--- config.mk ---
export PLATFORM = sky130hd
export DESIGN_NAME = bakery_ticket_lock_arbiter_flat
export DESIGN_NICKNAME = d
export VERILOG_FILES = /design/src/bkl_pkg.sv /design/src/bkl_if.sv /design/src/bkl_ticket_mem.sv /design/src/bkl_scan_unit.sv /design/src/bkl_ctrl.sv /design/src/bakery_ticket_lock_arbiter.sv /design/src/flat_wrapper.sv
export SDC_FILE = /design/constraint.sdc
export NUM_CORES = 1
export LEC_CHECK = 0
export ABC_AREA = 1
export BUFFER_PORTS_ARGS = -buffer_cell sky130_fd_sc_hd__buf_4
export CORE_MARGIN = 5
export CORE_UTILIZATION = 35
export CTS_BUF_LIST = sky130_fd_sc_hd__clkbuf_8
export CTS_CLUSTER_SIZE = 24
export DETAILED_ROUTE_END_ITERATION = 6
export PLACE_DENSITY = 0.68
export REMOVE_ABC_BUFFERS = 1
export SYNTH_ARGS = -nofsm -noshare
export SYNTH_HDL_FRONTEND = slang
export SYNTH_SLANG_ARGS = --single-unit
--- constraint.sdc ---
create_clock -name clk -period 2.12 [get_ports clk]
set_clock_uncertainty 0.15 [all_clocks]
set_input_delay 0.106 -clock clk [delete_from_list [all_inputs] [get_ports clk]]
set_output_delay 0.106 -clock clk [all_outputs]
set_load 0.005 [all_outputs]
--- src/bkl_pkg.sv ---
`default_nettype none

package bkl_pkg;

    localparam int OPCODE_W       = 1;
    localparam int THREAD_ID_W    = 3;
    localparam int STATUS_W       = 2;
    localparam int HOLDER_ID_W    = 3;
    localparam int TICKET_VALUE_W = 8;
    localparam int ACTIVE_W       = 4;
    localparam int APB_ADDR_W     = 3;
    localparam int APB_DATA_W     = 32;

    localparam logic [OPCODE_W-1:0] OP_LOCK   = 1'b0;
    localparam logic [OPCODE_W-1:0] OP_UNLOCK = 1'b1;

    localparam logic [STATUS_W-1:0] STAT_OK         = 2'd0;
    localparam logic [STATUS_W-1:0] STAT_BAD_THREAD = 2'd1;
    localparam logic [STATUS_W-1:0] STAT_SAT        = 2'd2;

    // Word index of the register, taken from paddr[2].
    localparam logic REG_ACTIVE_THREADS = 1'b0;

    localparam logic [ACTIVE_W-1:0] ACTIVE_THREADS_RST = 4'd8;

    typedef enum logic [2:0] {
        S_IDLE,
        S_MAX_SCAN,
        S_WRITE,
        S_MIN_SCAN,
        S_DONE
    } ctrl_state_t;

    typedef struct packed {
        logic clear;
        logic sample;
        logic mode_max;
    } scan_ctl_t;

    typedef struct packed {
        logic [STATUS_W-1:0]       status;
        logic                      holder_valid;
        logic [HOLDER_ID_W-1:0]    holder_id;
        logic                      granted;
        logic [TICKET_VALUE_W-1:0] ticket_value;
    } result_t;

endpackage

`default_nettype wire

--- src/bkl_if.sv ---
`default_nettype none

interface bkl_req_if import bkl_pkg::*; ();
    logic                   valid;
    logic                   ready;
    logic [OPCODE_W-1:0]    opcode;
    logic [THREAD_ID_W-1:0] thread_id;

    modport source (output valid, output opcode, output thread_id, input ready);
    modport sink   (input valid, input opcode, input thread_id, output ready);
endinterface

interface bkl_rsp_if import bkl_pkg::*; ();
    logic                      valid;
    logic                      ready;
    logic [STATUS_W-1:0]       status;
    logic                      holder_valid;
    logic [HOLDER_ID_W-1:0]    holder_id;
    logic                      granted;
    logic [TICKET_VALUE_W-1:0] ticket_value;

    modport source (output valid, output status, output holder_valid, output holder_id,
                    output granted, output ticket_value, input ready);
    modport sink   (input valid, input status, input holder_valid, input holder_id,
                    input granted, input ticket_value, output ready);
endinterface

`default_nettype wire

--- src/bkl_ticket_mem.sv ---
`default_nettype none

module bkl_ticket_mem #(
    parameter int DEPTH  = 8,
    parameter int DATA_W = 8,
    parameter int ADDR_W = 3
) (
    input  wire logic              clk,
    input  wire logic              rst_n,
    input  wire logic              we,
    input  wire logic [ADDR_W-1:0] waddr,
    input  wire logic [DATA_W-1:0] wdata,
    input  wire logic [ADDR_W-1:0] raddr,
    output logic      [DATA_W-1:0] rdata
);

    logic [DATA_W-1:0] mem [DEPTH];
    logic [DEPTH-1:0]  vld_reg;
    logic [DATA_W-1:0] rdata_reg;
    logic              hit_reg;

    // Entries never written since reset read as zero tickets.
    always_ff @(posedge clk or negedge rst_n)
    begin
        if (!rst_n)
        begin
            vld_reg <= '0;
        end
        else if (we)
        begin
            vld_reg[waddr] <= 1'b1;
        end
    end

    always_ff @(posedge clk)
    begin
        if (we)
        begin
            mem[waddr] <= wdata;
        end
        rdata_reg <= mem[raddr];
        hit_reg   <= vld_reg[raddr];
    end

    assign rdata = hit_reg ? rdata_reg : '0;

endmodule

`default_nettype wire

--- src/bkl_scan_unit.sv ---
`default_nettype none

module bkl_scan_unit import bkl_pkg::*; #(
    parameter int DATA_W = 8,
    parameter int IDX_W  = 3
) (
    input  wire logic              clk,
    input  wire logic              rst_n,
    input  wire scan_ctl_t         ctl,
    input  wire logic [DATA_W-1:0] data,
    input  wire logic [IDX_W-1:0]  idx,
    output logic      [DATA_W-1:0] best,
    output logic      [IDX_W-1:0]  best_idx,
    output logic                   found
);

    logic [DATA_W-1:0] best_reg, best_next;
    logic [IDX_W-1:0]  idx_reg, idx_next;
    logic              found_reg, found_next;
    logic [DATA_W-1:0] cmp_a, cmp_b;
    logic              a_gt_b;
    logic              take;

    // One comparator serves both passes; the operands swap for the minimum.
    always_comb
    begin
        cmp_a  = ctl.mode_max ? data : best_reg;
        cmp_b  = ctl.mode_max ? best_reg : data;
        a_gt_b = cmp_a > cmp_b;
        if (ctl.mode_max)
        begin
            take = a_gt_b;
        end
        else
        begin
            take = (data != '0) && (!found_reg || a_gt_b);
        end
    end

    always_comb
    begin
        best_next  = best_reg;
        idx_next   = idx_reg;
        found_next = found_reg;
        if (ctl.clear)
        begin
            best_next  = '0;
            idx_next   = '0;
            found_next = 1'b0;
        end
        else if (ctl.sample && take)
        begin
            best_next  = data;
            idx_next   = idx;
            found_next = 1'b1;
        end
    end

    always_ff @(posedge clk or negedge rst_n)
    begin
        if (!rst_n)
        begin
            best_reg  <= '0;
            idx_reg   <= '0;
            found_reg <= 1'b0;
        end
        else
        begin
            best_reg  <= best_next;
            idx_reg   <= idx_next;
            found_reg <= found_next;
        end
    end

    assign best     = best_reg;
    assign best_idx = idx_reg;
    assign found    = found_reg;

endmodule

`default_nettype wire

--- src/bkl_ctrl.sv ---
`default_nettype none

module bkl_ctrl import bkl_pkg::*; #(
    parameter int DATA_W = 8,
    parameter int IDX_W  = 3,
    parameter int CNT_W  = 4
) (
    input  wire logic                   clk,
    input  wire logic                   rst_n,
    input  wire logic                   req_valid,
    input  wire logic [OPCODE_W-1:0]    req_opcode,
    input  wire logic [THREAD_ID_W-1:0] req_thread_id,
    output logic                        req_ready,
    input  wire logic [CNT_W-1:0]       slots,
    input  wire logic                   res_take,
    output logic                        res_valid,
    output result_t                     res,
    output logic                        mem_we,
    output logic      [IDX_W-1:0]       mem_waddr,
    output logic      [DATA_W-1:0]      mem_wdata,
    output logic      [IDX_W-1:0]       mem_raddr,
    output scan_ctl_t                   scan_ctl,
    output logic      [IDX_W-1:0]       scan_tag,
    input  wire logic [DATA_W-1:0]      scan_best,
    input  wire logic [IDX_W-1:0]       scan_idx,
    input  wire logic                   scan_found
);

    ctrl_state_t state_reg, state_next;

    logic [CNT_W-1:0]       iss_cnt_reg, iss_cnt_next;
    logic                   pipe_vld_reg, pipe_vld_next;
    logic [IDX_W-1:0]       pipe_idx_reg, pipe_idx_next;
    logic [OPCODE_W-1:0]    op_reg, op_next;
    logic [THREAD_ID_W-1:0] tid_reg, tid_next;
    logic [STATUS_W-1:0]    status_reg, status_next;
    logic [DATA_W-1:0]      tval_reg, tval_next;

    logic              tid_ok;
    logic              scanning;
    logic              issue;
    logic              accept;
    logic              sat;
    logic [DATA_W-1:0] wr_ticket;

    assign tid_ok   = 32'(req_thread_id) < 32'(slots);
    assign scanning = (state_reg == S_MAX_SCAN) || (state_reg == S_MIN_SCAN);
    assign issue    = scanning && (iss_cnt_reg < slots);
    assign accept   = (state_reg == S_IDLE) && req_valid;

    // The new ticket sticks at the top value once the largest ticket reaches it.
    assign sat       = (scan_best == '1);
    assign wr_ticket = (op_reg == OP_UNLOCK) ? '0 :
                       (sat ? '1 : scan_best + DATA_W'(1));

    always_comb
    begin
        state_next = state_reg;
        unique case (state_reg)
            S_IDLE:
            begin
                if (req_valid)
                begin
                    if (!tid_ok)
                    begin
                        state_next = S_MIN_SCAN;
                    end
                    else if (req_opcode == OP_UNLOCK)
                    begin
                        state_next = S_WRITE;
                    end
                    else
                    begin
                        state_next = S_MAX_SCAN;
                    end
                end
            end
            S_MAX_SCAN:
            begin
                if (!issue)
                begin
                    state_next = S_WRITE;
                end
            end
            S_WRITE:
            begin
                state_next = S_MIN_SCAN;
            end
            S_MIN_SCAN:
            begin
                if (!issue)
                begin
                    state_next = S_DONE;
                end
            end
            S_DONE:
            begin
                if (res_take)
                begin
                    state_next = S_IDLE;
                end
            end
            default:
            begin
                state_next = S_IDLE;
            end
        endcase
    end

    always_comb
    begin
        req_ready         = 1'b0;
        res_valid         = 1'b0;
        mem_we            = 1'b0;
        scan_ctl.clear    = 1'b0;
        scan_ctl.mode_max = 1'b0;
        scan_ctl.sample   = pipe_vld_reg;
        unique case (state_reg)
            S_IDLE:
            begin
                req_ready      = 1'b1;
                scan_ctl.clear = 1'b1;
            end
            S_MAX_SCAN:
            begin
                scan_ctl.mode_max = 1'b1;
            end
            S_WRITE:
            begin
                mem_we         = 1'b1;
                scan_ctl.clear = 1'b1;
            end
            S_MIN_SCAN:
            begin
                scan_ctl.mode_max = 1'b0;
            end
            S_DONE:
            begin
                res_valid = 1'b1;
            end
            default:
            begin
                req_ready = 1'b0;
            end
        endcase
    end

    always_comb
    begin
        op_next       = op_reg;
        tid_next      = tid_reg;
        status_next   = status_reg;
        tval_next     = tval_reg;
        iss_cnt_next  = issue ? iss_cnt_reg + CNT_W'(1) : '0;
        pipe_vld_next = issue;
        pipe_idx_next = iss_cnt_reg[IDX_W-1:0];
        if (accept)
        begin
            op_next     = req_opcode;
            tid_next    = req_thread_id;
            status_next = tid_ok ? STAT_OK : STAT_BAD_THREAD;
            tval_next   = '0;
        end
        else if ((state_reg == S_WRITE) && (op_reg == OP_LOCK))
        begin
            tval_next   = wr_ticket;
            status_next = sat ? STAT_SAT : STAT_OK;
        end
    end

    always_ff @(posedge clk or negedge rst_n)
    begin
        if (!rst_n)
        begin
            state_reg    <= S_IDLE;
            iss_cnt_reg  <= '0;
            pipe_vld_reg <= 1'b0;
        end
        else
        begin
            state_reg    <= state_next;
            iss_cnt_reg  <= iss_cnt_next;
            pipe_vld_reg <= pipe_vld_next;
        end
    end

    always_ff @(posedge clk)
    begin
        pipe_idx_reg <= pipe_idx_next;
        op_reg       <= op_next;
        tid_reg      <= tid_next;
        status_reg   <= status_next;
        tval_reg     <= tval_next;
    end

    assign mem_waddr = IDX_W'(tid_reg);
    assign mem_wdata = wr_ticket;
    assign mem_raddr = iss_cnt_reg[IDX_W-1:0];
    assign scan_tag  = pipe_idx_reg;

    always_comb
    begin
        res.status       = status_reg;
        res.holder_valid = scan_found;
        res.holder_id    = scan_found ? HOLDER_ID_W'(scan_idx) : '0;
        res.granted      = (status_reg != STAT_BAD_THREAD) && (op_reg == OP_LOCK) &&
                           scan_found && (scan_idx == IDX_W'(tid_reg));
        res.ticket_value = TICKET_VALUE_W'(tval_reg);
    end

endmodule

`default_nettype wire

--- src/bakery_ticket_lock_arbiter.sv ---
`default_nettype none

// Bakery ticket lock. Each request item on req carries an opcode (lock or
// unlock) and a thread number; each produces exactly one result item on rsp
// with a status, the current holder (smallest nonzero ticket, lowest thread
// on a tie), a grant flag and the requester's ticket.
// The APB port holds one register, active_threads, at byte address 0.
// Write it only while no item is in flight.
// An item is worked through by one shared comparator: a lock request scans
// all n slots in use for the largest ticket, writes the new ticket, then
// scans again for the smallest nonzero ticket. An unlock writes a zero
// ticket and then scans for the smallest; a rejected thread number only
// scans for the smallest. The scan length is set by the single read port
// of the ticket memory, one slot per cycle.
// req.ready is high only between items. A finished result sits in the output
// register; while rsp is stalled the next item may be accepted and worked,
// and its result waits until the register frees.
// Reset empties every ticket and sets active_threads to 8.
module bakery_ticket_lock_arbiter import bkl_pkg::*; #(
    parameter int MAX_THREADS = 8,
    parameter int TICKET_BITS = 8
) (
    input  wire logic                  clk,
    input  wire logic                  rst_n,
    bkl_req_if.sink                    req,
    bkl_rsp_if.source                  rsp,
    input  wire logic                  psel,
    input  wire logic                  penable,
    input  wire logic                  pwrite,
    input  wire logic [APB_ADDR_W-1:0] paddr,
    input  wire logic [APB_DATA_W-1:0] pwdata,
    output logic      [APB_DATA_W-1:0] prdata,
    output logic                       pready
);

    localparam int IDX_W = $clog2(MAX_THREADS);
    localparam int CNT_W = $clog2(MAX_THREADS + 1);

    logic [ACTIVE_W-1:0] active_threads_reg, active_threads_next;
    logic [CNT_W-1:0]    slots;
    logic                cfg_wr;

    logic    out_vld_reg, out_vld_next;
    result_t out_res_reg;
    result_t res;
    logic    res_valid;
    logic    res_take;
    logic    res_load;

    logic                   mem_we;
    logic [IDX_W-1:0]       mem_waddr;
    logic [TICKET_BITS-1:0] mem_wdata;
    logic [IDX_W-1:0]       mem_raddr;
    logic [TICKET_BITS-1:0] mem_rdata;

    scan_ctl_t              scan_ctl;
    logic [IDX_W-1:0]       scan_tag;
    logic [TICKET_BITS-1:0] scan_best;
    logic [IDX_W-1:0]       scan_idx;
    logic                   scan_found;

    assign pready = 1'b1;
    assign cfg_wr = psel && penable && pwrite && pready && (paddr[2] == REG_ACTIVE_THREADS);

    always_comb
    begin
        active_threads_next = active_threads_reg;
        if (cfg_wr)
        begin
            active_threads_next = pwdata[ACTIVE_W-1:0];
        end
    end

    always_comb
    begin
        prdata = '0;
        if (paddr[2] == REG_ACTIVE_THREADS)
        begin
            prdata = APB_DATA_W'(active_threads_reg);
        end
    end

    // Slots in use: the register value, capped at the table depth.
    always_comb
    begin
        if (32'(active_threads_reg) > 32'(MAX_THREADS))
        begin
            slots = CNT_W'(MAX_THREADS);
        end
        else
        begin
            slots = CNT_W'(active_threads_reg);
        end
    end

    assign res_take = !out_vld_reg || rsp.ready;
    assign res_load = res_valid && res_take;

    always_comb
    begin
        out_vld_next = out_vld_reg;
        if (res_load)
        begin
            out_vld_next = 1'b1;
        end
        else if (rsp.ready)
        begin
            out_vld_next = 1'b0;
        end
    end

    always_ff @(posedge clk or negedge rst_n)
    begin
        if (!rst_n)
        begin
            active_threads_reg <= ACTIVE_THREADS_RST;
            out_vld_reg        <= 1'b0;
        end
        else
        begin
            active_threads_reg <= active_threads_next;
            out_vld_reg        <= out_vld_next;
        end
    end

    always_ff @(posedge clk)
    begin
        if (res_load)
        begin
            out_res_reg <= res;
        end
    end

    assign rsp.valid        = out_vld_reg;
    assign rsp.status       = out_res_reg.status;
    assign rsp.holder_valid = out_res_reg.holder_valid;
    assign rsp.holder_id    = out_res_reg.holder_id;
    assign rsp.granted      = out_res_reg.granted;
    assign rsp.ticket_value = out_res_reg.ticket_value;

    bkl_ctrl #(
        .DATA_W (TICKET_BITS),
        .IDX_W  (IDX_W),
        .CNT_W  (CNT_W)
    ) u_ctrl (
        .clk           (clk),
        .rst_n         (rst_n),
        .req_valid     (req.valid),
        .req_opcode    (req.opcode),
        .req_thread_id (req.thread_id),
        .req_ready     (req.ready),
        .slots         (slots),
        .res_take      (res_take),
        .res_valid     (res_valid),
        .res           (res),
        .mem_we        (mem_we),
        .mem_waddr     (mem_waddr),
        .mem_wdata     (mem_wdata),
        .mem_raddr     (mem_raddr),
        .scan_ctl      (scan_ctl),
        .scan_tag      (scan_tag),
        .scan_best     (scan_best),
        .scan_idx      (scan_idx),
        .scan_found    (scan_found)
    );

    bkl_ticket_mem #(
        .DEPTH  (MAX_THREADS),
        .DATA_W (TICKET_BITS),
        .ADDR_W (IDX_W)
    ) u_mem (
        .clk   (clk),
        .rst_n (rst_n),
        .we    (mem_we),
        .waddr (mem_waddr),
        .wdata (mem_wdata),
        .raddr (mem_raddr),
        .rdata (mem_rdata)
    );

    bkl_scan_unit #(
        .DATA_W (TICKET_BITS),
        .IDX_W  (IDX_W)
    ) u_scan (
        .clk      (clk),
        .rst_n    (rst_n),
        .ctl      (scan_ctl),
        .data     (mem_rdata),
        .idx      (scan_tag),
        .best     (scan_best),
        .best_idx (scan_idx),
        .found    (scan_found)
    );

endmodule

`default_nettype wire

--- src/flat_wrapper.sv ---
// flat-port wrapper written by rule: the top's interface ports become plain ports
module bakery_ticket_lock_arbiter_flat import bkl_pkg::*;
#(
    parameter int MAX_THREADS = 8,
    parameter int TICKET_BITS = 8
)
  (clk, rst_n, psel, penable, pwrite, paddr, pwdata, prdata, pready, req_valid, req_opcode, req_thread_id, req_ready, rsp_valid, rsp_status, rsp_holder_valid, rsp_holder_id, rsp_granted, rsp_ticket_value, rsp_ready);
  bkl_req_if req_i ();
  bkl_rsp_if rsp_i ();
  input  wire logic clk;
  input  wire logic rst_n;
  input  wire logic psel;
  input  wire logic penable;
  input  wire logic pwrite;
  input  wire logic [APB_ADDR_W-1:0] paddr;
  input  wire logic [APB_DATA_W-1:0] pwdata;
  output logic      [APB_DATA_W-1:0] prdata;
  output logic pready;
  input wire logic [$bits(req_i.valid)-1:0] req_valid;
  input wire logic [$bits(req_i.opcode)-1:0] req_opcode;
  input wire logic [$bits(req_i.thread_id)-1:0] req_thread_id;
  output wire logic [$bits(req_i.ready)-1:0] req_ready;
  output wire logic [$bits(rsp_i.valid)-1:0] rsp_valid;
  output wire logic [$bits(rsp_i.status)-1:0] rsp_status;
  output wire logic [$bits(rsp_i.holder_valid)-1:0] rsp_holder_valid;
  output wire logic [$bits(rsp_i.holder_id)-1:0] rsp_holder_id;
  output wire logic [$bits(rsp_i.granted)-1:0] rsp_granted;
  output wire logic [$bits(rsp_i.ticket_value)-1:0] rsp_ticket_value;
  input wire logic [$bits(rsp_i.ready)-1:0] rsp_ready;
  assign req_i.valid = req_valid;
  assign req_i.opcode = req_opcode;
  assign req_i.thread_id = req_thread_id;
  assign req_ready = req_i.ready;
  assign rsp_valid = rsp_i.valid;
  assign rsp_status = rsp_i.status;
  assign rsp_holder_valid = rsp_i.holder_valid;
  assign rsp_holder_id = rsp_i.holder_id;
  assign rsp_granted = rsp_i.granted;
  assign rsp_ticket_value = rsp_i.ticket_value;
  assign rsp_i.ready = rsp_ready;
  bakery_ticket_lock_arbiter #(.MAX_THREADS(MAX_THREADS), .TICKET_BITS(TICKET_BITS)) u_core (.clk(clk), .rst_n(rst_n), .req(req_i), .rsp(rsp_i), .psel(psel), .penable(penable), .pwrite(pwrite), .paddr(paddr), .pwdata(pwdata), .prdata(prdata), .pready(pready));
endmodule
==> results of run 1 <==
through the flow:
step	cell area, um2	total power [uW]	setup TNS [ps]
finish	7734	11080	-2339
global route	7734	11910	-4022
CTS	7513	10260	-1183
detailed placement	6892	7875	-2763
global placement	6892	7805	-2302
floorplan	5982	6233	-3502
power groups by stage:
| stage | registers (uW) | clock network, uW | logic [uW] |
|---|---|---|---|
| finish | 3840 | 2200 | 5040 |
| global route | 3900 | 2370 | 5640 |
| detailed placement | 3880 | 0 | 3990 |
| global placement | 3880 | 0 | 3930 |
| floorplan | 3910 | 0 | 2320 |
| CTS | 3830 | 2240 | 4190 |
final timing paths:
path                                                  from                           end  slack [ps]  depth (start not counted)
worst max register to register  u_core.u_ctrl.state_reg[2]         u_core.u_scan.best[2]        -210                         13
min in group asynchronous                            rst_n  u_core.active_threads_reg[3]         560                          3
worst max-delay path            u_core.u_ctrl.state_reg[2]         u_core.u_scan.best[2]        -210                         13
max in group asynchronous                            rst_n       u_core.u_mem.vld_reg[7]        1060                          4
worst min register to register   u_core.u_ctrl.scan_tag[1]     u_core.u_scan.best_idx[1]         300                          2
worst min-delay path                      req_thread_id[2]    u_core.u_ctrl.mem_waddr[2]         240                          2
logic make-up after synthesis:
kind of cell,share of synthesized area
simple gates,0.1688
flops,0.6093
compound gates,0.09924
buf+inv,0.08411
fa+ha+maj,0.03025
xor+xnor,0.007061
other cells,0.001211
area by class of cell:
class                      instances  area, um2  area share
sequential                       138       3780      0.4888
inverter                          53      198.9     0.02572
clock inverter                    15      176.4     0.02281
tap                              225      281.5     0.03640
timing repair buffer             106      924.6      0.1196
multi-input combinational        408       2138      0.2765
clock buffer                      17      234.0     0.03025
critical path: stages, from the launching register on:
cell and delay [ps]:
dfrtp_1 420, nor2_4 150, nand2_4 120, clkbuf_16 190, o21ai_2 160, ha_4 230, a21o_1 170, nor2_1 120
nand2_1 70, nand2_2 80, nand2_4 80, buf_6 140, nand4_1 70, nand2_1 60
what timing repair did:
action / CTS / global route
setup buffers: 1 / 1
resized for setup: 11 / 42
pin swaps: 1 / 3
setup endpoints to repair: 21 / 28
endpoints found under the hold margin: 52 / 0
hold buffers: 17 / 0
cloned: 0 / 6
cells in the final DEF (no fill, tap or decap), types with 4 or more instances in the layout:
master	Yosys	layout
dlygate4sd3_1	0	16
or2_1	5	5
a31oi_1	4	4
o21ai_2	0	8
o21ai_1	10	17
dfxtp_1	20	20
nor2_4	2	4
edfxtp_1	85	85
nand4_1	15	15
o22ai_1	16	16
nand2_2	3	11
clkbuf_8	0	17
nand2_1	117	105
nand3_1	25	23
inv_1	46	44
inv_2	6	8
nor2_1	66	65
buf_4	30	82
clkinv_2	0	4
o21ai_0	62	47
nand2_4	0	5
a21oi_1	19	18
clkinv_4	0	4
conb_1	2	29
dfrtp_1	32	32
ha_1	15	14
routing by layer:
metal / wire length (um) / global-route usage / vias up
met2: 6884 / 0.2181 / 171
li1: - / - / 2260
met5: 0 / 0 / -
met3: 1058 / 0.03952 / 16
met4: 222 / 0.05753 / 0
met1: 6185 / 0.1900 / 2176
==> qor.yml, run 1 <==
die_area_mm2: 0.02049
yosysTopAreaCell: "edfxtp_1"
finalCriticalPeriod_ps: 2332
ys_types: 37
setup_viol: 12
failed_checks: "setup timing"
cts_buffers: 17
track_usage: 0.1419
clk_latency_ps: 460
status: "finished with violations"
rows: 48
grt_pass1_vias: 4342
layout.nets: 785
hpwlAfterDp_mm: 9.373
syn_area_mm2: 0.006203
cp.required_ps: 2320
worst_setup_path_start_kind: "flip-flop"
avgSynthCellArea_um2: 9.957
ys_ff_latch: 138
largest_register: "u_core.u_mem.mem"
pre_cts_ws_ps: -177.8
fillers: 1622
pwr-share-seq: 0.347
min_path_type: "in -> reg"
clk_pin_slew_ps: 80
leakagePower_uw: 0.003373
cellInternalPower_uw: 6736
worstSetupEndpointType: "flip-flop"
cp_max_fo: 8
yosysWarnings: 0
drc_errors: 0
routed-via-count: 4623
drv_cap: 0
drt-initial-drc-count: 387
area_growth_pct: 24.67
ys.flop_type: "edfxtp_1"
wl_mm: 14.35
fin_ws_ps: -212.1
pin_count: 96
cts_max_path_buffers: 2
viasPerCell: 4.806
wl_per_cell_um: 14.92
htree_levels: 4
largest_reg_flops: 64
io_buffers: 36
combPwrFrac: 0.455
grt_pass1_wl_mm: 22.40
max_freq_ghz: 0.4288
syn_inst: 623
path_class: "reg -> reg"
yosysSeqAreaShare: 0.6093
rsz0062_at_grt: "true"
post-route-period-util: 1.100
utilization: 0.4456
hold-worst-slack_ps: 236.7
yosysTopAreaCellShare: 0.4115
tritoncts: "built"
n_antenna_cell: 0
fin_cells: 962
tightest_slew_ps: 633.3
yosys-top-cells-area: "edfxtp_1 41%, dfrtp_1 13%, nand2_1 7.1%"
antenna_found_initial: 0
dp_cells: 905
coreArea_mm2: 0.01736
clkPwrFrac: 0.198
initial_core_util: 0.3574
gr-total-overflow: 0
clock-sinks: 138
slew_headroom: 0.5778
swShare: 0.3922
fp.dieH_um: 143.1
p_sw_uw: 4347
crit_arrival_ps: 2540
grt_max_degree: 37
yosys-top-cells-count: "117 x nand2_1, 85 x edfxtp_1, 66 x nor2_1"
hold_violations: 0
synth-edff-count: 85
drtPass1Iterations: 6
power.density_mw_per_mm2: 1433
place.gp.congestion: 0.8086
die_x_um: 143.1
ant_nets: 0
slew_violations: 0
async_flop_share: 0.2391
drive_gt1_frac: 0.2307
peakVddDrop_v: 0.0005714
cts_root_buffer: "clkbuf_8"
yosysMostFrequentCell: "nand2_1"
(Power assumes the default switching activity.)
==> run 2: changes to the inputs <==
--- a/config.mk
+++ b/config.mk
@@ -5,7 +5,7 @@
 export SDC_FILE = /design/constraint.sdc
 export NUM_CORES = 1
 export LEC_CHECK = 0
-export ABC_AREA = 1
+export ABC_AREA = 0
 export BUFFER_PORTS_ARGS = -buffer_cell sky130_fd_sc_hd__buf_4
 export CORE_MARGIN = 5
 export CORE_UTILIZATION = 35
==> constraint.sdc (replaced) <==
create_clock -name clk -period 1.9 [get_ports clk]
set_clock_uncertainty 0.15 [all_clocks]
set_input_delay 0.095 -clock clk [delete_from_list [all_inputs] [get_ports clk]]
set_output_delay 0.095 -clock clk [all_outputs]
set_load 0.005 [all_outputs]
==> qor.yml, run 2 <==
initial_core_util: 0.3546  # -0.002808
die_x_um: 142.2  # -0.68%
multi_input_area_mm2: 0.002520  # +18%
wl_per_cell_um: 17.80  # +19%
drc_errors: 0  # unchanged
hold-worst-slack_ps: 230.3  # -6.446 ps
clock-sinks: 138  # unchanged
layout.nets: 654  # -17%
gr-total-overflow: 0  # unchanged
final_common_cell: "buf_4"
fp.dieH_um: 142.2  # -0.68%
wl_mm: 14.79  # +3.1%
avgSynthCellArea_um2: 13.35  # +34%
drtPass1Iterations: 5  # -1
ant_nets: 0  # unchanged
post-route-period-util: 1.427  # +0.3274
rrSetupSlack_ps: -810  # -600 ps
utilization: 0.4797  # +0.03417
fillers: 1440  # -11%
swShare: 0.3531  # -0.03911
status: "finished with violations"
crit_arrival_ps: 2900  # +360 ps
yosysTopAreaCellShare: 0.4176  # +0.006149
cp.required_ps: 2080  # -240 ps
largest_reg_flops: 64  # unchanged
htree_levels: 4  # unchanged
syn_area_mm2: 0.006112  # -1.5%
coreArea_mm2: 0.01724  # -0.69%
async_flop_share: 0.2391  # unchanged
max_freq_ghz: 0.3687  # -14%
grt_pass1_vias: 4199  # -3.3%
rsz0062_at_grt: "true"
ys.flop_type: "edfxtp_1"
drv_cap: 0  # unchanged
crit_top_cell: "buf_12"
p_sw_uw: 4307  # -0.91%
viasPerCell: 4.977  # +3.6%
area_growth_pct: 35.29
crit_chain: "nor3b_4, buf_12, buf_12, nor2_1, a21oi_1, ha_1, nand4_1, or2_4, o221a_4, o41a_1, buf_6, mux2i_2"
clk_latency_ps: 460  # about the same
clk_pin_slew_ps: 80  # about the same
tritoncts: "built"
yosys-top-cells-area: "edfxtp_1 42%, dfrtp_1 13%, mux4_2 6.6%"
combPwrFrac: 0.452  # -0.003
track_usage: 0.1433  # +0.001430
slew_violations: 0  # unchanged
ys_ff_latch: 138  # unchanged
largest_register: "u_core.u_mem.mem"
critPathSlowestCell: "dfrtp_1"
slowest_delay_ps: 410  # about the same
register_area_mm2: 0.003781  # about the same
clkPwrFrac: 0.195  # -0.003
fin_cells: 831  # -14%
path_class: "reg -> reg"
place.gp.congestion: 0.8400  # +3.9%
yosysSeqAreaShare: 0.6184  # +0.009105
finalCriticalPeriod_ps: 2712  # +380.1 ps
yosysMostFrequentCell: "edfxtp_1"
pin_count: 96  # unchanged
syn_inst: 458  # -26%
grt_pass1_wl_mm: 22.27  # -0.62%
setup_viol: 46  # +34
yosysWarnings: 0  # unchanged
worstSetupEndpointType: "flip-flop"
die_area_mm2: 0.02021  # -1.4%
peakVddDrop_v: 0.0006672  # +17%
io_buffers: 36  # unchanged
cp_max_fo: 11  # +3
synth-edff-count: 85  # unchanged
grt_max_degree: 34  # -8.1%
min_path_type: "in -> reg"
hpwlAfterDp_mm: 9.199  # -1.9%
ys_types: 50  # +35%
cts_max_path_buffers: 2  # unchanged
yosysTopAreaCell: "edfxtp_1"
drt-initial-drc-count: 234  # -40%
cellInternalPower_uw: 7891  # +17%
hold_violations: 0  # unchanged
n_antenna_cell: 0  # unchanged
fin_ws_ps: -812.2  # -600.1 ps
cts_root_buffer: "clkbuf_8"
routed-via-count: 4136  # -11%
failed_checks: "setup timing"
power.density_mw_per_mm2: 1475  # +2.9%
leakagePower_uw: 0.003214  # -4.7%
antenna_found_initial: 0  # unchanged
pwr-share-seq: 0.353  # +0.006
cts_buffers: 17  # unchanged
worst_setup_path_start_kind: "flip-flop"
final_cell_mix: "92 x buf_4, 85 x edfxtp_1, 39 x nand2_1, 31 x dfrtp_1, 29 x conb_1"
rows: 48  # unchanged
yosys-top-cells-count: "85 x edfxtp_1, 44 x nand2_1, 32 x dfrtp_1"
dp_cells: 766  # -15%
drive_gt1_frac: 0.4241  # +0.1934
-- run 2: cell families after synthesis --
group | count (synthesis) | synth area share
flops | 138 | 0.6184
simple gates | 133 | 0.1077
buf+inv | 59 | 0.05609
compound gates | 57 | 0.05937
mux | 46 | 0.1150
fa+ha+maj | 15 | 0.03071
xor+xnor | 8 | 0.01146
other cells | 2 | 0.001229
-- run 2: final cells by class --
type | count | share of cell area
clock buffers | 17 | 0.02829
flip-flops and latches | 138 | 0.4573
clock inverters | 15 | 0.01997
well taps | 225 | 0.03404
inverters | 9 | 0.004388
repair buffers | 139 | 0.1513
multi-input cells | 288 | 0.3047
-- run 2: final timing paths --
kind,from,end,depth (start not counted)
min in group asynchronous,rst_n,u_core.u_ctrl.state_reg[0],3
max in group asynchronous,rst_n,u_core.active_threads_reg[3],3
worst max register to register,u_core.u_ctrl.state_reg[0],u_core.u_scan.best[6],12
worst min-delay path,req_thread_id[0],u_core.u_ctrl.mem_waddr[0],2
worst min register to register,u_core.u_ctrl.tval_reg[7],u_core.rsp.ticket_value[7],0
worst max-delay path,u_core.u_ctrl.state_reg[0],u_core.u_scan.best[6],12
-- run 2: repair_timing --
item,CTS,global route
cloned,2,4
hold buffers,16,0
pin swaps,21,21
setup endpoints to repair,115,156
buffers inserted,5,8
resized for setup,63,79
hold endpoints to repair,45,0
-- run 2: per-layer routing --
| metal | GRT usage | share of wire | wire length, um |
|---|---|---|---|
| met1 | 0.1794 | 0.40 | 5871 |
| met2 | 0.2375 | 0.52 | 7677 |
| met3 | 0.03696 | 0.053 | 789 |
| met4 | 0.05808 | 0.030 | 449 |
| met5 | 0 | 0 | 0 |
-- run 2: critical path, delay by kind of cell, from the launching register on --
kind            cells  cell delay [ps]
compound gates      3              430
buf+inv             3              440
mux                 1              150
fa+ha+maj           1              340
simple gates        4              680
flops               1              410
-- run 2: stage by stage --
step                      setup TNS [ps]  setup WS [ps]  power [uW]  instance area, um2
after floorplan                   -27420          -1072        6642                5904
after global routing              -16750         -944.7       12920                8269
after global placement            -14950         -740.3        8273                7007
final                             -10680         -812.2       12200                8269
after CTS                          -8235         -688.9       11340                7839
after detailed placement          -20080         -828.2        8448                7007
-- run 2: power by group through the flow --
stage	registers, uW	logic [uW]	clock network, uW
2_1_floorplan	4450	2190	0
4_1_cts	4270	4640	2440
3_3_place_gp	4300	3980	0
3_5_place_dp	4320	4130	0
5_1_grt	4370	5970	2580
6_report	4300	5510	2380
==> run 3: changes to the inputs <==
--- a/config.mk
+++ b/config.mk
@@ -8,11 +8,11 @@
 export ABC_AREA = 0
 export BUFFER_PORTS_ARGS = -buffer_cell sky130_fd_sc_hd__buf_4
 export CORE_MARGIN = 5
-export CORE_UTILIZATION = 35
+export CORE_UTILIZATION = 53
 export CTS_BUF_LIST = sky130_fd_sc_hd__clkbuf_8
 export CTS_CLUSTER_SIZE = 24
 export DETAILED_ROUTE_END_ITERATION = 6
-export PLACE_DENSITY = 0.68
+export PLACE_DENSITY = 0.9
 export REMOVE_ABC_BUFFERS = 1
 export SYNTH_ARGS = -nofsm -noshare
 export SYNTH_HDL_FRONTEND = slang
==> qor.yml, run 3 (synthesis gave the netlist of run 2 again) <==
status: "finished with violations"
failed_checks: "setup timing"
fp.dieH_um: 117.4  # -17%
routed.top_layer: "met4"
worstSetupEndpointType: "flip-flop"
slew_violations: 0  # unchanged
largest_register: "u_core.u_mem.mem"
layout.nets: 674  # +3.1%
track_usage: 0.2698  # +0.1265
fin_ws_ps: -987.0  # -174.8 ps
leakagePower_uw: 0.003415  # +6.3%
coreArea_mm2: 0.01137  # -34%
crit_chain: "buf_6, nor3b_4, buf_12, nor2_1, a21oi_1, ha_1, a21oi_1, a21boi_1, o41a_1, buf_12, mux2i_1"
crit_arrival_ps: 3100  # +200 ps
crit_buf_inv: 3  # unchanged
grt_max_degree: 33  # -2.9%
cp_top_family: "compound AO/OA/AOI/OAI gates"
cp_max_fo: 16  # +5
hpwlAfterDp_mm: 9.584  # +4.2%
io_buffers: 36  # unchanged
clk_latency_ps: 460  # about the same
wl_mm: 21.11  # +43%
placed_cell_area_mm2: 0.006884  # -1.8%
critPathSlowestCell: "o41a_1"
min_path_type: "in -> reg"
tritoncts: "built"
routed-via-count: 4941  # +19%
slowest_delay_ps: 450  # +40 ps
clock-sinks: 138  # unchanged
worst_setup_path_start_kind: "flip-flop"
max_freq_ghz: 0.3464  # -6.1%
clk_pin_slew_ps: 90  # about the same
cp.required_ps: 2110  # +30 ps
post-route-period-util: 1.519  # +0.09200
power.density_mw_per_mm2: 1615  # +9.5%
rows: 39  # -19%
setup_viol: 173  # +280%
rsz0062_at_grt: "true"
path_class: "reg -> reg"
rrSetupSlack_ps: -990  # -170 ps
tightest_slew_ps: 563.1
area_growth_pct: 41.02
setup.worst_path.start: "u_core.u_ctrl.state_reg[1]"
fillers: 541  # -62%
drc_errors: 0  # unchanged
cts_root_buffer: "clkbuf_8"
largest_reg_flops: 64  # unchanged
drt-initial-drc-count: 728  # +210%
die_area_mm2: 0.01378  # -32%
grt_pass1_wl_mm: 28.24  # +27%
n_antenna_cell: 0  # unchanged
htree_levels: 4  # unchanged
endpoint: "u_core.u_scan.best[2]"
grt_pass1_vias: 4703  # +12%
viasPerCell: 6.425  # +29%
initial_core_util: 0.5376  # +0.1830
die_x_um: 117.4  # -17%
hold_violations: 0  # unchanged
place.gp.congestion: 0.8749  # +4.2%
ant_nets: 0  # unchanged
peakVddDrop_v: 0.001066  # +60%
cts_buffers: 17  # unchanged
finalCriticalPeriod_ps: 2887  # +174.8 ps
reg2reg_depth: 11  # -1
reg2reg_from: "u_core.u_ctrl.state_reg[1]"
slew_headroom: 0.6246
pin_count: 96  # unchanged
pre_cts_ws_ps: -825.1  # +3.144 ps
drt-met1-wl_mm: 7.142  # +22%
drive_gt1_frac: 0.4585  # +0.03437
rr_endpoint: "u_core.u_scan.best[2]"
drv_cap: 0  # unchanged
wl_per_cell_um: 27.44  # +54%
final_cell_mix: "91 x buf_4, 85 x edfxtp_1, 44 x buf_6, 41 x nand2_1, 31 x dfrtp_1"
gr-total-overflow: 0  # unchanged
cp.depth: 11  # -1
final_common_cell: "buf_4"
stdcell_area_mm2: 0.008620  # +4.2%
wl_met2_mm: 10.42  # +36%
drtPass1Iterations: 6  # +1
dr_wl_met3_mm: 1.929  # +140%
cts_max_path_buffers: 2  # unchanged
antenna_found_initial: 0  # unchanged
[run 3: cell types whose count changed in the layout (fill, tap and decap cells not counted), moves of 3 or more]
cell | previous run | this run
a21oi_2 | 1 | 4
buf_12 | 5 | 9
buf_6 | 24 | 44
bufinv_16 | 2 | 6
clkinv_4 | 5 | 2
dlygate4sd3_1 | 16 | 12
inv_6 | 5 | 1
nand2_2 | 4 | 1
nor2_1 | 19 | 11
nor2_4 | 8 | 14
[run 3: worst min path at each step]
stage,from,to,slack (ps),cells past startpoint
after floorplan,rst_n,u_core.active_threads_reg[0],-350,0
after global placement,rst_n,u_core.u_mem.vld_reg[2],-100,1
after detailed placement,rst_n,u_core.u_mem.vld_reg[2],-90,1
after CTS,pwrite,u_core.active_threads_reg[2],20,3
after global routing,pwrite,u_core.active_threads_reg[0],40,3
final,pwrite,u_core.active_threads_reg[3],60,3
[run 3: report_power, final]
group	switching, uW	leakage [uW]	internal, uW
sequential	500	0.00136	3910
combinational	3420	0.00181	3190
clock	1220	0.000245	1680
total	5140	0.00342	8780
[run 3: repair_timing]
item / in CTS / in global routing
hold endpoints to repair: 44 / 0
gates resized for setup: 107 / 74
cloned: 11 / 0
setup endpoints to repair: 147 / 193
buffers inserted: 17 / 26
hold buffers: 13 / 0
pin swaps: 24 / 21
[run 3: per-stage QoR]
step | util | hold WS [ps] | power (uW) | TNS [ps] | instances
2_1_floorplan | - | -350.6 | 6642 | -27420 | 435
3_3_place_gp | 0.6055 | -98.20 | 8259 | -14650 | 678
3_5_place_dp | 0.6055 | -93.42 | 8496 | -20370 | 678
4_1_cts | 0.7165 | 19.95 | 12290 | -14650 | 749
5_1_grt | 0.7581 | 42.74 | 14300 | -50270 | 769
6_report | 0.7581 | 59.60 | 13920 | -43560 | 769
[run 3: tightest hold or removal path: cells and delay by family]
| kind | cells | cell delay, ps |
|---|---|---|
| AND/OR/NAND/NOR | 1 | 230 |
| multiplexers | 1 | 210 |
| buffers and inverters | 1 | 110 |
[run 3: layout make-up]
cell class / count / area, um2 / share of cell area
sequential: 138 / 3781 / 0.4387
multi-input combinational: 288 / 2611 / 0.3029
timing repair buffer: 159 / 1544 / 0.1791
clock buffer: 17 / 234.0 / 0.02714
clock inverter: 15 / 231.5 / 0.02685
tap: 143 / 178.9 / 0.02076
inverter: 9 / 38.79 / 0.004500
[run 3: layer usage]
| metal | global-route usage | vias up |
|---|---|---|
| li1 | - | 1933 |
| met1 | 0.3118 | 2414 |
| met2 | 0.4586 | 444 |
| met3 | 0.06882 | 150 |
| met4 | 0.1450 | 0 |
| met5 | 0 | - |
